===== src/rtl/bbpe_pkg.sv =====
`default_nettype none

package bbpe_pkg;

    // number formats
    localparam int COORD_BITS      = 16;
    localparam int PARAM_FRAC_BITS = 16;
    localparam int PARAM_BITS      = PARAM_FRAC_BITS + 1;
    localparam int NUM_COORDS      = 3;
    localparam int WORD_BITS       = COORD_BITS * NUM_COORDS;

    // storage: control grid in the lower half, scratch slots in the upper half
    localparam int GRID_POINTS = 16;
    localparam int RAM_DEPTH   = 2 * GRID_POINTS;
    localparam int ADDR_BITS   = $clog2(RAM_DEPTH);
    localparam int SLOT_BITS   = ADDR_BITS - 1;

    // microprogram
    localparam int STEP_BITS = 5;

    typedef logic signed [COORD_BITS-1:0] coord_t;
    typedef logic [PARAM_BITS-1:0]        param_t;
    typedef logic [WORD_BITS-1:0]         word_t;
    typedef logic [ADDR_BITS-1:0]         addr_t;
    typedef logic [SLOT_BITS-1:0]         slot_t;
    typedef logic [STEP_BITS-1:0]         step_t;

    localparam param_t PARAM_ONE = param_t'(1 << PARAM_FRAC_BITS);

    localparam logic ACTION_LOAD = 1'b0;
    localparam logic ACTION_EVAL = 1'b1;

    // parameter select
    localparam logic T_U = 1'b0;
    localparam logic T_V = 1'b1;

    // result destination
    localparam logic TO_SCRATCH = 1'b0;
    localparam logic TO_OUTPUT  = 1'b1;

    // sequencing
    localparam logic SEQ_NEXT     = 1'b0;
    localparam logic SEQ_WAIT_END = 1'b1;

    typedef struct packed {
        logic       action;
        logic [3:0] point_index;
        coord_t     coord_x;
        coord_t     coord_y;
        coord_t     coord_z;
        param_t     param_u;
        param_t     param_v;
    } bbpe_in_t;

    typedef struct packed {
        coord_t surf_x;
        coord_t surf_y;
        coord_t surf_z;
    } bbpe_out_t;

    typedef struct packed {
        logic  lerp;
        addr_t addr_a;
        addr_t addr_b;
        slot_t dst;
        logic  use_v;
        logic  to_out;
        logic  seq;
    } ucode_t;

    typedef struct packed {
        logic  en;
        addr_t addr_a;
        addr_t addr_b;
    } rd_ctrl_t;

    typedef struct packed {
        logic  lerp;
        logic  to_out;
        logic  use_v;
        slot_t dst;
    } ex_ctrl_t;

    function automatic addr_t grid_addr(input slot_t p);
        return {1'b0, p};
    endfunction

    function automatic addr_t scr_addr(input slot_t s);
        return {1'b1, s};
    endfunction

    function automatic ucode_t op_lerp(input addr_t a, input addr_t b, input slot_t dst,
                                       input logic use_v, input logic to_out);
        ucode_t w;
        w.lerp   = 1'b1;
        w.addr_a = a;
        w.addr_b = b;
        w.dst    = dst;
        w.use_v  = use_v;
        w.to_out = to_out;
        w.seq    = SEQ_NEXT;
        return w;
    endfunction

    function automatic ucode_t op_nop(input logic seq);
        ucode_t w;
        w        = '0;
        w.seq    = seq;
        return w;
    endfunction

    // scratch use: row q values in slots r*3+i, row r values overwrite them,
    // column values in slots 12..15, column chain reuses slots 0..2
    function automatic ucode_t bbpe_ucode(input step_t step);
        ucode_t w;
        case (step)
            5'd0:  w = op_lerp(grid_addr(4'd0),  grid_addr(4'd1),  4'd0,  T_U, TO_SCRATCH);
            5'd1:  w = op_lerp(grid_addr(4'd1),  grid_addr(4'd2),  4'd1,  T_U, TO_SCRATCH);
            5'd2:  w = op_lerp(grid_addr(4'd2),  grid_addr(4'd3),  4'd2,  T_U, TO_SCRATCH);
            5'd3:  w = op_lerp(grid_addr(4'd4),  grid_addr(4'd5),  4'd3,  T_U, TO_SCRATCH);
            5'd4:  w = op_lerp(grid_addr(4'd5),  grid_addr(4'd6),  4'd4,  T_U, TO_SCRATCH);
            5'd5:  w = op_lerp(grid_addr(4'd6),  grid_addr(4'd7),  4'd5,  T_U, TO_SCRATCH);
            5'd6:  w = op_lerp(grid_addr(4'd8),  grid_addr(4'd9),  4'd6,  T_U, TO_SCRATCH);
            5'd7:  w = op_lerp(grid_addr(4'd9),  grid_addr(4'd10), 4'd7,  T_U, TO_SCRATCH);
            5'd8:  w = op_lerp(grid_addr(4'd10), grid_addr(4'd11), 4'd8,  T_U, TO_SCRATCH);
            5'd9:  w = op_lerp(grid_addr(4'd12), grid_addr(4'd13), 4'd9,  T_U, TO_SCRATCH);
            5'd10: w = op_lerp(grid_addr(4'd13), grid_addr(4'd14), 4'd10, T_U, TO_SCRATCH);
            5'd11: w = op_lerp(grid_addr(4'd14), grid_addr(4'd15), 4'd11, T_U, TO_SCRATCH);
            5'd12: w = op_lerp(scr_addr(4'd0),   scr_addr(4'd1),   4'd0,  T_U, TO_SCRATCH);
            5'd13: w = op_lerp(scr_addr(4'd1),   scr_addr(4'd2),   4'd1,  T_U, TO_SCRATCH);
            5'd14: w = op_lerp(scr_addr(4'd3),   scr_addr(4'd4),   4'd3,  T_U, TO_SCRATCH);
            5'd15: w = op_lerp(scr_addr(4'd4),   scr_addr(4'd5),   4'd4,  T_U, TO_SCRATCH);
            5'd16: w = op_lerp(scr_addr(4'd6),   scr_addr(4'd7),   4'd6,  T_U, TO_SCRATCH);
            5'd17: w = op_lerp(scr_addr(4'd7),   scr_addr(4'd8),   4'd7,  T_U, TO_SCRATCH);
            5'd18: w = op_lerp(scr_addr(4'd9),   scr_addr(4'd10),  4'd9,  T_U, TO_SCRATCH);
            5'd19: w = op_lerp(scr_addr(4'd10),  scr_addr(4'd11),  4'd10, T_U, TO_SCRATCH);
            5'd20: w = op_lerp(scr_addr(4'd0),   scr_addr(4'd1),   4'd12, T_U, TO_SCRATCH);
            5'd21: w = op_lerp(scr_addr(4'd3),   scr_addr(4'd4),   4'd13, T_U, TO_SCRATCH);
            5'd22: w = op_lerp(scr_addr(4'd6),   scr_addr(4'd7),   4'd14, T_U, TO_SCRATCH);
            5'd23: w = op_lerp(scr_addr(4'd9),   scr_addr(4'd10),  4'd15, T_U, TO_SCRATCH);
            5'd24: w = op_lerp(scr_addr(4'd12),  scr_addr(4'd13),  4'd0,  T_V, TO_SCRATCH);
            5'd25: w = op_lerp(scr_addr(4'd13),  scr_addr(4'd14),  4'd1,  T_V, TO_SCRATCH);
            5'd26: w = op_lerp(scr_addr(4'd14),  scr_addr(4'd15),  4'd2,  T_V, TO_SCRATCH);
            5'd27: w = op_lerp(scr_addr(4'd0),   scr_addr(4'd1),   4'd0,  T_V, TO_SCRATCH);
            5'd28: w = op_lerp(scr_addr(4'd1),   scr_addr(4'd2),   4'd1,  T_V, TO_SCRATCH);
            5'd29: w = op_nop(SEQ_NEXT);
            5'd30: w = op_lerp(scr_addr(4'd0),   scr_addr(4'd1),   4'd0,  T_V, TO_OUTPUT);
            5'd31: w = op_nop(SEQ_WAIT_END);
            default: w = op_nop(SEQ_NEXT);
        endcase
        return w;
    endfunction

endpackage

`default_nettype wire


===== src/rtl/bicubic_bezier_patch_eval.sv =====
`default_nettype none

// channel   direction  handshake          payload
// s_        in         s_valid / s_ready  bbpe_in_t  (load point or evaluate u,v)
// m_        out        m_valid / m_ready  bbpe_out_t (surface point x,y,z)
//
// a load transaction writes one grid point; it gives no result
// an evaluation issues 30 lerps through one shared lerp unit, each dependent
// lerp issued after its operands are written back (registered memory read)
// reset clears the sequencer and output valid; grid points are undefined until loaded
// a finished result waits in the output register while the next transaction is taken;
// a following evaluation holds on its last step until that register frees

module bicubic_bezier_patch_eval (
    input  wire logic                 aclk,
    input  wire logic                 aresetn,
    input  wire logic                 s_valid,
    output logic                      s_ready,
    input  wire bbpe_pkg::bbpe_in_t   s_data,
    output logic                      m_valid,
    input  wire logic                 m_ready,
    output bbpe_pkg::bbpe_out_t       m_data
);
    import bbpe_pkg::*;

    // handshake decode
    logic      seq_ready;
    logic      s_accept;
    logic      start;
    logic      load_we;

    // sequencer to datapath
    rd_ctrl_t  rd;
    ex_ctrl_t  ex;

    // datapath
    logic      ram_we;
    addr_t     ram_waddr;
    word_t     ram_wdata;
    word_t     rdata_a;
    word_t     rdata_b;
    word_t     lerp_res;
    param_t    t_sel;
    logic      scratch_we;
    logic      out_load;
    logic      out_busy;

    // parameters of the running evaluation
    param_t    u_reg, u_next;
    param_t    v_reg, v_next;
    param_t    u_clamped;
    param_t    v_clamped;

    // output register
    logic      m_valid_reg, m_valid_next;
    bbpe_out_t m_data_reg, m_data_next;

    assign s_ready  = seq_ready;
    assign s_accept = s_valid && seq_ready;
    assign start    = s_accept && (s_data.action == ACTION_EVAL);
    assign load_we  = s_accept && (s_data.action == ACTION_LOAD);

    // parameters above one clamp to exactly one
    assign u_clamped = (s_data.param_u > PARAM_ONE) ? PARAM_ONE : s_data.param_u;
    assign v_clamped = (s_data.param_v > PARAM_ONE) ? PARAM_ONE : s_data.param_v;
    assign u_next    = start ? u_clamped : u_reg;
    assign v_next    = start ? v_clamped : v_reg;

    // output register occupied and not draining this cycle
    assign out_busy = m_valid_reg && !m_ready;

    bbpe_seq u_seq (
        .aclk     (aclk),
        .aresetn  (aresetn),
        .start    (start),
        .out_busy (out_busy),
        .ready    (seq_ready),
        .rd       (rd),
        .ex       (ex)
    );

    // one write port shared by grid loads and scratch results; loads only
    // arrive when the execute stage carries no scratch write
    assign scratch_we = ex.lerp && (ex.to_out == TO_SCRATCH);
    assign ram_we     = load_we || scratch_we;
    assign ram_waddr  = load_we ? grid_addr(s_data.point_index) : scr_addr(ex.dst);
    assign ram_wdata  = load_we ? {s_data.coord_z, s_data.coord_y, s_data.coord_x}
                                : lerp_res;

    bbpe_ram #(
        .WIDTH (WORD_BITS),
        .DEPTH (RAM_DEPTH)
    ) u_ram (
        .aclk    (aclk),
        .we      (ram_we),
        .waddr   (ram_waddr),
        .wdata   (ram_wdata),
        .re      (rd.en),
        .raddr_a (rd.addr_a),
        .raddr_b (rd.addr_b),
        .rdata_a (rdata_a),
        .rdata_b (rdata_b)
    );

    assign t_sel = (ex.use_v == T_V) ? v_reg : u_reg;

    bbpe_lerp u_lerp (
        .a_word   (rdata_a),
        .b_word   (rdata_b),
        .t        (t_sel),
        .res_word (lerp_res)
    );

    // final lerp of the column chain lands in the output register
    assign out_load = ex.lerp && (ex.to_out == TO_OUTPUT) && !out_busy;

    assign m_valid_next = out_load ? 1'b1 : (m_ready ? 1'b0 : m_valid_reg);
    assign m_data_next  = out_load ? bbpe_out_t'({lerp_res[0 +: COORD_BITS],
                                                  lerp_res[COORD_BITS +: COORD_BITS],
                                                  lerp_res[2*COORD_BITS +: COORD_BITS]})
                                   : m_data_reg;

    always_ff @(posedge aclk) begin
        if (!aresetn) begin
            m_valid_reg <= 1'b0;
        end else begin
            m_valid_reg <= m_valid_next;
        end
    end

    // payload registers, no reset
    always_ff @(posedge aclk) begin
        u_reg      <= u_next;
        v_reg      <= v_next;
        m_data_reg <= m_data_next;
    end

    assign m_valid = m_valid_reg;
    assign m_data  = m_data_reg;

`ifndef SYNTH
    a_no_result_overwrite : assert property (@(posedge aclk) disable iff (!aresetn)
        out_load |-> !(m_valid_reg && !m_ready))
        else $error("result written over one still waiting");

    a_single_writer : assert property (@(posedge aclk) disable iff (!aresetn)
        scratch_we |-> !load_we)
        else $error("grid load collides with scratch write");
`endif

endmodule

`default_nettype wire


===== src/rtl/bbpe_ram.sv =====
`default_nettype none

module bbpe_ram #(
    parameter int WIDTH = 48,
    parameter int DEPTH = 32
) (
    input  wire logic                     aclk,
    input  wire logic                     we,
    input  wire logic [$clog2(DEPTH)-1:0] waddr,
    input  wire logic [WIDTH-1:0]         wdata,
    input  wire logic                     re,
    input  wire logic [$clog2(DEPTH)-1:0] raddr_a,
    input  wire logic [$clog2(DEPTH)-1:0] raddr_b,
    output logic      [WIDTH-1:0]         rdata_a,
    output logic      [WIDTH-1:0]         rdata_b
);

    logic [WIDTH-1:0] mem [DEPTH];

    always_ff @(posedge aclk) begin
        if (we) begin
            mem[waddr] <= wdata;
        end
        if (re) begin
            rdata_a <= mem[raddr_a];
            rdata_b <= mem[raddr_b];
        end
    end

endmodule

`default_nettype wire


===== src/rtl/bbpe_lerp.sv =====
`default_nettype none

module bbpe_lerp (
    input  wire bbpe_pkg::word_t  a_word,
    input  wire bbpe_pkg::word_t  b_word,
    input  wire bbpe_pkg::param_t t,
    output bbpe_pkg::word_t       res_word
);
    import bbpe_pkg::*;

    localparam int DIFF_BITS = COORD_BITS + 1;
    localparam int PROD_BITS = DIFF_BITS + PARAM_BITS + 1;

    logic signed [PARAM_BITS:0] t_s;

    assign t_s = $signed({1'b0, t});

    for (genvar k = 0; k < NUM_COORDS; k++) begin : g_lane
        coord_t                      a;
        coord_t                      b;
        logic signed [DIFF_BITS-1:0] diff;
        logic signed [PROD_BITS-1:0] prod;
        logic signed [PROD_BITS-1:0] quo;

        assign a    = a_word[k*COORD_BITS +: COORD_BITS];
        assign b    = b_word[k*COORD_BITS +: COORD_BITS];
        assign diff = DIFF_BITS'(b) - DIFF_BITS'(a);
        assign prod = PROD_BITS'(diff) * PROD_BITS'(t_s);
        // arithmetic shift gives floor division
        assign quo  = prod >>> PARAM_FRAC_BITS;
        assign res_word[k*COORD_BITS +: COORD_BITS] = a + quo[COORD_BITS-1:0];
    end

endmodule

`default_nettype wire


===== src/rtl/bbpe_seq.sv =====
`default_nettype none

module bbpe_seq (
    input  wire logic                aclk,
    input  wire logic                aresetn,
    input  wire logic                start,
    input  wire logic                out_busy,
    output logic                     ready,
    output bbpe_pkg::rd_ctrl_t       rd,
    output bbpe_pkg::ex_ctrl_t       ex
);
    import bbpe_pkg::*;

    logic     busy_reg, busy_next;
    step_t    step_reg, step_next;
    ex_ctrl_t ex_reg, ex_next;
    ucode_t   mw;
    logic     last_step;
    logic     hold;

    assign mw        = bbpe_ucode(step_reg);
    assign last_step = busy_reg && (mw.seq == SEQ_WAIT_END);
    // final step waits on itself while the output register is occupied
    assign hold      = last_step && out_busy;
    assign ready     = !busy_reg || (last_step && !out_busy);

    assign rd.en     = busy_reg && !hold && mw.lerp;
    assign rd.addr_a = mw.addr_a;
    assign rd.addr_b = mw.addr_b;
    assign ex        = ex_reg;

    always_comb begin
        busy_next = busy_reg;
        step_next = step_reg;
        ex_next   = ex_reg;
        if (start) begin
            busy_next = 1'b1;
            step_next = '0;
            ex_next   = '0;
        end else if (busy_reg && !hold) begin
            ex_next.lerp   = mw.lerp;
            ex_next.to_out = mw.to_out;
            ex_next.use_v  = mw.use_v;
            ex_next.dst    = mw.dst;
            if (mw.seq == SEQ_WAIT_END) begin
                busy_next = 1'b0;
            end else begin
                step_next = step_reg + 1'b1;
            end
        end else if (!busy_reg) begin
            ex_next.lerp = 1'b0;
        end
    end

    always_ff @(posedge aclk) begin
        if (!aresetn) begin
            busy_reg <= 1'b0;
            step_reg <= '0;
            ex_reg   <= '0;
        end else begin
            busy_reg <= busy_next;
            step_reg <= step_next;
            ex_reg   <= ex_next;
        end
    end

`ifndef SYNTH
    a_last_step_has_output : assert property (@(posedge aclk) disable iff (!aresetn)
        last_step |-> (ex_reg.lerp && ex_reg.to_out == TO_OUTPUT))
        else $error("final step without output operation in execute stage");

    a_start_at_zero : assert property (@(posedge aclk) disable iff (!aresetn)
        $rose(busy_reg) |-> (step_reg == '0))
        else $error("program started away from its first step");

    a_hold_freezes : assert property (@(posedge aclk) disable iff (!aresetn)
        hold |=> (busy_reg && step_reg == $past(step_reg) && ex_reg == $past(ex_reg)))
        else $error("sequencer moved while waiting on output");
`endif

endmodule

`default_nettype wire

===== config.mk =====
export PLATFORM = sky130hd
export DESIGN_NAME = bicubic_bezier_patch_eval
export DESIGN_NICKNAME = d
export VERILOG_FILES = /design/src/rtl/bbpe_pkg.sv /design/src/rtl/bicubic_bezier_patch_eval.sv /design/src/rtl/bbpe_ram.sv /design/src/rtl/bbpe_lerp.sv /design/src/rtl/bbpe_seq.sv
export SDC_FILE = /design/constraint.sdc
export NUM_CORES = 2
export LEC_CHECK = 0
export ABC_CLOCK_PERIOD_IN_PS = 10400
export BUFFER_PORTS_ARGS = -buffer_cell sky130_fd_sc_hd__buf_2
export CAP_MARGIN = 30
export CELL_PAD_IN_SITES_DETAIL_PLACEMENT = 1
export CELL_PAD_IN_SITES_GLOBAL_PLACEMENT = 1
export CORE_ASPECT_RATIO = 1.1
export CORE_MARGIN = 2
export CORE_UTILIZATION = 45
export CTS_CLUSTER_SIZE = 10
export DETAILED_ROUTE_END_ITERATION = 10
export GPL_TIMING_DRIVEN = 0
export PLACE_DENSITY_LB_ADDON = 0.1
export SLEW_MARGIN = 0
export SYNTH_ARGS = -nofsm -noshare
export SYNTH_HDL_FRONTEND = slang
export SYNTH_SLANG_ARGS = --single-unit

===== constraint.sdc =====
create_clock -name aclk -period 10.4 [get_ports aclk]
set_input_delay 0.52 -clock aclk [delete_from_list [all_inputs] [get_ports aclk]]
set_output_delay 0.52 -clock aclk [all_outputs]
set_load 0.005 [all_outputs]

==> impl_metrics.toml <==
[yosys]
synthArstFlopShare_pct = 0
yosys.area_share.xor_xnor_pct = 1.41
synth_top_family_by_area = "multiplexers"
synth.most_common_cell = "edfxtp_1"
yosysWarnings = 0
yosysTopAreaCell = "edfxtp_1"
synth.avg_cell_area_sq_um = 15.3
yosys-top-cells-count = "edfxtp_1, mux4_2, inv_1"
synth_compound_area_share_pct = 2.08
synth_area_leaders = "edfxtp_1, mux4_2, fa_1"
synthSimpleGateAreaFrac_pct = 5.18
muxShareOfSynthArea_pct = 21.5
syn-cell-area_sq_mm = 0.109
yosysUniqueCellTypes = 79
synth_top_flop_cell = "edfxtp_1"
synth_edf_count = 1714
synth_cells = 7104
synthAdderAreaFrac_pct = 17.4
syn-num-nets = 8295
synth_seq_area_share_pct = 48.0
ys_ff_latch = 1745
synth_top_area_share_pct = 47.4

[worst_setup_path]
reg2reg_setup_slack_ns = -0.09
cp_slowest_cell = "fa_2"
worstPathArrival_ns = 11.03
critPathMostFrequentCell = "fa_1"
cp_data_required_time_ns = 10.94
rr_endpoint = "u_ram.mem[15][31]$_DFFE_PP_"
reg2reg_from = "u_ram.rdata_a[16]$_DFFE_PP_"
reg2reg_depth = 40
cp-startpoint = "u_ram.rdata_a[16]$_DFFE_PP_"
slowest_delay_ns = 0.61
crit_path_max_fanout = 8
worstSetupEndpointType = "flop"
start_kind = "flop"
path_class = "flop to flop"

[sta]
slew_headroom_pct = 24.9
finalHoldViolCount = 0
rsz0062_at_grt = "yes"
fmax_mhz = 95.3
clock_skew_ns = 0.0650
holdWs_ns = 0.0446
final.min_clock_period_ns = 10.49
setup_ws_ns = -0.0904
slew_violations = 0
period_share_pct = 101
setup_viol = 40
worstMarginPinSlew_ns = 1.13
setup_tns_ns = -1.62

[global_route]
grt_max_degree = 56
grt_pass1_vias = 74700
grt_pass1_wl_um = 558000
grt_remaining_overflow = 0
grt_usage_pct = 32.4
antenna_found_initial = 26

[floorplan]
die_h_um = 519
std_cell_rows = 189
die_w_um = 472
initial_core_util_pct = 45.1
die_area_sq_mm = 0.245
core_sq_mm = 0.240
ios = 141

[clock_tree]
clkLatencyLatePin_ns = 0.88
h-tree-depth = 4
clockBufferDepth = 4
tritoncts = "built"
cts_root_buf = "clkbuf_16"
numCtsBuffers = 207
clk_pin_slew_ns = 0.06
cts_sinks = 1745

[detailed_routing]
viasPerCell = 6.25
ant_nets = 0
vias = 69700
drc_errors = 0
drt_first_pass_iters = 6
drt_iter0_markers = 7616
wl_per_cell_um = 35.6
drt-total-wl_um = 396000

[worst_hold_path]
worstHoldPathType = "input port to flop"
worstHoldStart = "s_data[31]"
hold_depth = 2
worstHoldEndpoint = "u_reg[14]$_SDFFCE_PN0P_"

[layout]
drive_gt1_share_pct = 29.6
area_growth_pct = 18.4
final_nets = 9127
largest_reg_flops = 1536
fillCellCount = 22600
top_register = "u_ram.mem"
final_cell_area_sq_mm = 0.129

[place]
hpwl_um = 294000
dp_slack_ns = -3.50
place_area_sq_mm = 0.118
io_buffers = 140
globalplace.congestion = 0.918

[run]
maxCapViolations = 0

[run_status]
violations = "negative setup slack"
status = "finished with violations"
==> kinds of logic (layout without fill, tap and decap cells) <==
logic type | after synthesis | in the layout
flops | 1745 | 1745
simple gates | 1340 | 1340
buf+inv | 1286 | 2152
mux | 1117 | 1134
fa+ha+maj | 1100 | 1100
compound gates | 346 | 346
xor+xnor | 170 | 170
other cells | 0 | 9
==> layout by cell type, fill, tap and decap left out, types with 17 or more instances in the layout <==
cell type	instances
a21o_1	36
a21oi_1	64
a21oi_2	28
and2_1	60
buf_1	75
buf_12	87
buf_16	37
buf_2	148
buf_4	158
buf_6	50
buf_8	137
clkbuf_1	235
clkbuf_16	210
clkbuf_2	42
dfxtp_1	30
edfxtp_1	1714
fa_1	667
ha_1	381
ha_4	35
inv_1	914
mux2_2	118
mux2_4	28
mux4_2	960
nand2_1	636
nand3_1	17
nor2_1	384
nor2_4	46
nor2b_1	48
nor3_1	29
o21a_1	19
o21ai_0	45
xnor2_1	67
xnor2_2	34
xnor2_4	17
xor2_1	26
==> worst max-delay path: cells and delay by family, from the launching register on <==
family | cells | cell delay (ns)
fa+ha+maj | 10 | 4.16
flops | 1 | 0.51
compound gates | 16 | 2.91
simple gates | 6 | 0.95
xor+xnor | 4 | 0.90
mux | 1 | 0.35
buf+inv | 3 | 0.35
==> routing by layer <==
metal	routed length [um]	vias to the layer above	track usage [%]	share of wire (%)
met3	31200	968	5.49	7.9
met4	24900	6	16.7	6.3
li1	-	27700	-	-
met5	46	-	0	0.012
met2	195000	3544	54.1	49
met1	145000	37500	40.7	37
==> worst max path at each step <==
stage,endpoint,slack [ns]
global placement,u_ram.mem[0][29]$_DFFE_PP_,-4.05
detailed placement,u_ram.mem[25][47]$_DFFE_PP_,-3.50
CTS,u_ram.mem[13][15]$_DFFE_PP_,-0.21
finish,u_ram.mem[15][31]$_DFFE_PP_,-0.09
global route,u_ram.mem[17][15]$_DFFE_PP_,-0.38
floorplan,u_ram.mem[0][29]$_DFFE_PP_,0.41
==> per-stage QoR <==
step           std cells  util [%]
2_1_floorplan       7104         -
3_3_place_gp       10400      47.1
3_5_place_dp       10700      49.2
4_1_cts            11000      52.5
5_1_grt            11100      53.4
6_report           11100      53.4
==> layout make-up <==
| type | count | area [sq um] | area share [%] |
|---|---|---|---|
| timing repair buffer | 611 | 7250 | 5.64 |
| antenna | 9 | 22.5 | 0.0175 |
| inverter | 933 | 3510 | 2.73 |
| tap | 3151 | 3940 | 3.07 |
| clock inverter | 18 | 130 | 0.101 |
| sequential | 1745 | 52100 | 40.5 |
| buffer | 348 | 1540 | 1.20 |
| multi-input combinational | 4090 | 54600 | 42.5 |
| clock buffer | 242 | 5370 | 4.18 |
==> timing repair <==
item                       in CTS  in global routing
pin swaps                      78                157
hold buffers                   14                  0
hold endpoints to repair       15                  0
gates resized for setup       331                254
setup endpoints to repair    1477                777
buffers inserted               74                 75
gates cloned                   10                  8
Power is left out: the tool's default activity adds up to more than one toggle a clock period on the data nets, which glitch-free logic cannot reach.
